**config.mk**
```make
export PLATFORM = sky130hd
export DESIGN_NAME = vblifo_front
export DESIGN_NICKNAME = d
export VERILOG_FILES = /design/src/rtl/core/vblifo_pkg.sv /design/src/rtl/core/vblifo_front.sv
export SDC_FILE = /design/constraint.sdc
export NUM_CORES = 1
export LEC_CHECK = 0
export BUFFER_PORTS_ARGS = -buffer_cell sky130_fd_sc_hd__buf_2
export CORE_MARGIN = 5
export CORE_UTILIZATION = 48
export CTS_BUF_LIST = sky130_fd_sc_hd__clkbuf_4
export DETAILED_ROUTE_END_ITERATION = 10
export PLACE_DENSITY = 0.74
export SETUP_SLACK_MARGIN = 0.5
export SYNTH_ARGS = -nofsm -noshare
export SYNTH_HDL_FRONTEND = slang
export SYNTH_SLANG_ARGS = --single-unit
```
**constraint.sdc**
```tcl
create_clock -name clk -period 2.2 [get_ports clk]
set_input_delay 0.33 -clock clk [delete_from_list [all_inputs] [get_ports clk]]
set_output_delay 0.33 -clock clk [all_outputs]
set_load 0.01 [all_outputs]
```
**src/rtl/core/vblifo_pkg.sv**
```systemverilog
package vblifo_pkg;

    localparam int MEM_BYTES   = 4096;
    localparam int INDEX_BYTES = 8;
    localparam int MAX_BLOCK   = 64;
    localparam int IDX_DEPTH   = MEM_BYTES / INDEX_BYTES;

    localparam int DATA_AW = $clog2(MEM_BYTES);
    localparam int IDX_AW  = $clog2(IDX_DEPTH);
    localparam int FILL_W  = DATA_AW + 1;
    localparam int LEN_W   = 7;
    localparam int CAP_W   = 13;
    localparam int CNT_W   = 10;
    localparam int NEED_W  = FILL_W + 2;

    typedef enum logic [1:0] {
        OP_PUSH    = 2'd0,
        OP_POP     = 2'd1,
        OP_REVERSE = 2'd2,
        OP_CLEAR   = 2'd3
    } op_t;

    typedef enum logic [2:0] {
        K_PUSH_OK     = 3'd0,
        K_PUSH_REJ    = 3'd1,
        K_POP_BYTE    = 3'd2,
        K_POP_REFUSED = 3'd3,
        K_REVERSED    = 3'd4,
        K_CLEARED     = 3'd5
    } kind_t;

    typedef struct packed {
        op_t              op;
        logic [7:0]       data_byte;
        logic [LEN_W-1:0] block_length;
        logic             last_byte;
        logic [CAP_W-1:0] max_size;
    } cmd_t;

    typedef struct packed {
        logic   valid;
        cmd_t   cmd;
    } cmd_req_t;

    typedef struct packed {
        logic [DATA_AW-1:0] offset;
        logic [LEN_W-1:0]   length;
    } idx_entry_t;

    localparam int IDX_W = $bits(idx_entry_t);

endpackage

```
**src/rtl/core/vblifo_front.sv**
```systemverilog
module vblifo_front (
    input  logic                 clk,
    input  logic                 rst_n,
    input  logic                 in_valid,
    output logic                 in_stall,
    input  vblifo_pkg::cmd_t     in_cmd,
    output vblifo_pkg::cmd_req_t req,
    input  logic                 cmd_done
);

    import vblifo_pkg::*;

    cmd_t       q_reg [2];
    logic       wr_ptr_reg, wr_ptr_next;
    logic       rd_ptr_reg, rd_ptr_next;
    logic [1:0] count_reg, count_next;
    logic       push;
    logic       pop;

    assign in_stall  = (count_reg == 2'd2);
    assign push      = in_valid && !in_stall;
    assign pop       = cmd_done && (count_reg != 2'd0);
    assign req.valid = (count_reg != 2'd0);
    assign req.cmd   = q_reg[rd_ptr_reg];

    always_comb
    begin
        wr_ptr_next = push ? !wr_ptr_reg : wr_ptr_reg;
        rd_ptr_next = pop ? !rd_ptr_reg : rd_ptr_reg;
        count_next  = count_reg + {1'b0, push} - {1'b0, pop};
    end

    always_ff @(posedge clk)
    begin
        if (push)
        begin
            q_reg[wr_ptr_reg] <= in_cmd;
        end
    end

    always_ff @(posedge clk or negedge rst_n)
    begin
        if (!rst_n)
        begin
            wr_ptr_reg <= 1'b0;
            rd_ptr_reg <= 1'b0;
            count_reg  <= 2'd0;
        end
        else
        begin
            wr_ptr_reg <= wr_ptr_next;
            rd_ptr_reg <= rd_ptr_next;
            count_reg  <= count_next;
        end
    end

    assert property (@(posedge clk) disable iff (!rst_n) count_reg != 2'd3)
        else $error("Request queue count out of range.");
    assert property (@(posedge clk) disable iff (!rst_n)
        (count_reg == 2'd2) |-> (wr_ptr_reg == rd_ptr_reg))
        else $error("Full queue has mismatched pointers.");
    assert property (@(posedge clk) disable iff (!rst_n)
        (count_reg == 2'd1) |-> (wr_ptr_reg != rd_ptr_reg))
        else $error("Queue with one request has equal pointers.");

endmodule

```
* Word-level counts from Yosys, hierarchy flattened
Memories as Yosys holds them, arrays and structs flattened.
Index checks and enable logic that the tools add are counted.
** Cells by class
- Reduce and logical (&&, ||, !) cells :: 6
- Mux-type cells :: 2
- Equal/unequal tests :: 1
- Add/sub/neg operators :: 2
** Operator list (count)
- $logic_not A1 Y1 :: 3
- $add A2 B1 Y2 :: 1
- $eq A2 B2 Y1 const B :: 1
- $logic_and A1 B1 Y1 :: 2
- $mux W1 :: 2
- $reduce_bool A2 Y1 :: 1
- $sub A2 B1 Y2 :: 1
** Word-level totals
- Memories :: 1
- RAM bits :: 62
- Flip-flop bits (word level) :: 4
- Bits of input ports :: 35
- Output and inout port bits :: 33
- Logic and storage cells :: 15
** Memory list
- q_reg :: depth 2, width 31, read ports 1, clocked after memory_dff 0, wr ports 1, RTL line vblifo_front.sv:13 : cmd_t q_reg [2];

* Logic depth before layout (Yosys ltp)
- Depth after elaboration :: 5
- Gate-level depth with buffers :: 7
- Gate-level depth less buffers :: 7

* Worst setup path before layout
No wires, ideal clock.
- Path type :: reg2reg
- From :: register count_reg[1]
- To :: memory q_reg[0][0] (netlist name), enable pin
- Buffers on the path :: 0
- Library setup time :: 0.419 ns
- Path slack :: -0.121 ns
- Arrival time :: 1.902 ns
- Cell stages (with the launch flop) :: 4
- Data required time :: 1.781 ns
- Clock period less this slack :: 2.321 ns
- Cell sequence :: dfrtp_1 > nand2b_1 > nand2_1 > nor2_1
** On the way
- Word-level cells in the longest chain between the ends :: 5
** RTL lines
- start: declaration :: RTL line vblifo_front.sv:16 : logic [1:0] count_reg, count_next;
- start signal: assignment :: RTL line vblifo_front.sv:53 : count_reg <= count_next;
- $eq A2 B2 Y1 :: RTL line vblifo_front.sv:20 : assign in_stall = (count_reg == 2'd2);
- $logic_not A1 Y1 :: RTL line vblifo_front.sv:21 : assign push = in_valid && !in_stall;
- $logic_and A1 B1 Y1 :: RTL line vblifo_front.sv:21
- $mux W1 :: RTL line vblifo_front.sv:35 : if (push)
- $mux W1 (implied by the code) :: RTL line vblifo_front.sv:37 : q_reg[wr_ptr_reg] <= in_cmd;
- end: declaration :: RTL line vblifo_front.sv:13
Every way passes these cells.

==> flow_summary.toml <==
[outcome]
status = "completed"

[sta]
fin_crit_ns = 1.800
drv_slew = 0
rsz0062_at_grt = "yes"
finClkSkew_ns = 0.005177
timing.fmax_ghz = 0.5554
worstMarginPinSlew_ns = 0.4148
post-route-period-util_pct = 81.84
relSlewSlack_pct = 72.28
hold_violations = 0
finalSetupViolCount = 0
setup_tns_ns = 0
fin_hold_ws_ns = 0.1234

[detailed_routing]
route.detailed.drc = 0
wl_mm = 4.277
vias = 1296
postRouteAntennaNets = 0
dr.pass1.iters = 4
first_iter_violations = 50
wire_per_inst_um = 15.44
drt-vias-per-instance = 4.679

[global_route]
grt_antenna_before_repair = 0
grt_overflow_total = 0
grt_pass1_vias = 1435
grt_max_degree = 20
track_usage_pct = 13.65
grt_first_pass_wirelength_mm = 6.486

[critical_path]
worstPathCellList = "buf_12 -> mux2_2 -> buf_2"
crit-reg2reg-launch = "count_reg[1]"
cp.required_ns = 1.87
path_max_fanout = 19
slowest_delay_ns = 0.42
path_class = "flip-flop to primary output"
reg2reg_slack_ns = 0.56
worstSetupStartpointType = "flip-flop"
rr_endpoint = "count_reg[1]"
end_kind = "primary output"
reg2reg_depth = 7
crit_slowest_cell = "dfrtp_2"
cp.arrival_ns = 1.47

[min_path]
hold_start = "in_cmd[0]"
min_path_type = "input pin to flip-flop"
holdPathEnd = "q_reg[0][0]"
whs_path_depth = 1

[clocking]
htree_levels = 3
cts-root-buf = "clkbuf_4"
clk_path_buf_depth = 2
clock_sinks = 66
clkTransAtPathRegs_ns = 0.10
numCtsBuffers = 9
cts_tree = "built"
clk_latency_ns = 0.38

[cells_and_area]
areaGrowthSynthToFinish_pct = 28.58
layout.nets = 239
nFillCells = 375
largest_register_ffs = 62
multiInputGateArea_um2 = 516.7
diodes = 0
regArea_um2 = 1963
drive_gt1_share_pct = 62.80

[synth]
async_flop_share_pct = 6.061
yosys-top-cells-area = "edfxtp_1, mux2_2, dfrtp_1"
yosysTopAreaCellShare_pct = 75.27
synth_most_common_cell = "edfxtp_1"
syn_area_per_cell_um2 = 21.51
yosysTopAreaCell = "edfxtp_1"
yosysUniqueCellTypes = 15
synth_cells = 115
synth_edf_count = 62
ys_seq_area_share_pct = 79.31
ys_ff_latch = 66
syn_area_um2 = 2474
synthTopCellsByCount = "edfxtp_1, mux2_2, buf_6, dfrtp_1, mux2_4"
syn-num-nets = 152
ys.flop_type = "edfxtp_1"
yosysWarnings = 0

[die]
io_pins = 68
fp.dieH_um = 81.79
rows = 26
core_area_um2 = 5042
die_area_um2 = 6689
fp.dieW_um = 81.79
initial_core_util_pct = 49.06

[placement]
dp_hpwl_mm = 3.031
numPortBuffers = 67
gp_congestion = 0.7698

[power_and_ir_drop]
cellPowerDensity_nw_per_um2 = 1261
p_leak_uw = 0.001264
peakVddDrop_mv = 0.7042

[flow_run]
cap_violations = 0
[cells in the final DEF, fill, tap and decap left out, types with 2 or more instances in the layout]
cell type  Yosys  routed
dfrtp_1        4       3
clkinv_1       0       3
buf_2          0      61
inv_1          2       2
buf_4          0       9
mux2_2        27      20
mux2_4         4      11
clkbuf_4       0      11
buf_12         0       2
edfxtp_1      62      62
buf_6          4       7
xnor2_1        3       2
clkinv_2       0       2
[metal layers]
metal / vias to the layer above / routed length, um / GRT usage (%)
li1: 619 / - / -
met1: 623 / 1632 / 13.94
met2: 48 / 2240 / 24.31
met3: 6 / 362 / 6.579
met4: 0 / 41 / 4.485
met5: - / 0 / 0
[through the flow]
step / power, uW / setup slack (ns) / std cells / util [%] / area [um^2]
2_1_floorplan: 2712 / 0.5053 / 115 / - / 2481
3_3_place_gp: 3098 / 0.5792 / 253 / 57.69 / 2909
3_5_place_dp: 3158 / 0.4973 / 253 / 57.69 / 2909
4_1_cts: 4009 / 0.3502 / 275 / 62.36 / 3144
5_1_grt: 4243 / 0.3226 / 277 / 63.08 / 3181
6_report: 4010 / 0.3995 / 277 / 63.08 / 3181
[timing repair]
action / 4_1_cts / 5_1_grt
pin swaps: 3 / 5
buffers inserted: 4 / 2
setup endpoints to repair: 32 / 46
hold buffers: 1 / 0
cloned: 1 / 0
endpoints found under the hold margin: 4 / 0
gates resized for setup: 20 / 3
[kinds of logic after synthesis]
group,after synthesis,synth area share [%]
and+or+nand+nor,6,1.417
DFF,66,79.31
buffers and inverters,6,2.124
muxes,31,14.72
xor gates and xnor gates,4,1.417
adders and majority gates,2,1.011
[worst max-delay path: cells and delay by family (launching register included)]
kind | cells | cell delay [ns]
flip-flops | 1 | 0.42
multiplexers | 1 | 0.35
buffers and inverters | 2 | 0.31
[where the power goes]
part | internal [uW] | switching (uW) | leakage, uW
sequential | 1720 | 91.9 | 0.000621
clock | 243 | 371 | 0.0000631
combinational | 855 | 726 | 0.000579
[cell type report]
cell class,count,share of cell area [%]
clock buffers,11,2.596
clock inverters,5,0.6688
flip-flops and latches,66,61.72
repair buffers,80,15.77
inverters,2,0.2360
well taps,70,2.754
multi-input cells,43,16.25
[worst max-delay path by stage]
stage / start / endpoint
after global routing: rd_ptr_reg / req[10]
after global placement: count_reg[1] / count_reg[1]
after CTS: rd_ptr_reg / req[10]
after floorplan: count_reg[1] / q_reg[1][0]
after detailed placement: count_reg[1] / count_reg[1]
final: rd_ptr_reg / req[10]
No activity file was read; power rests on OpenSTA's default activity.
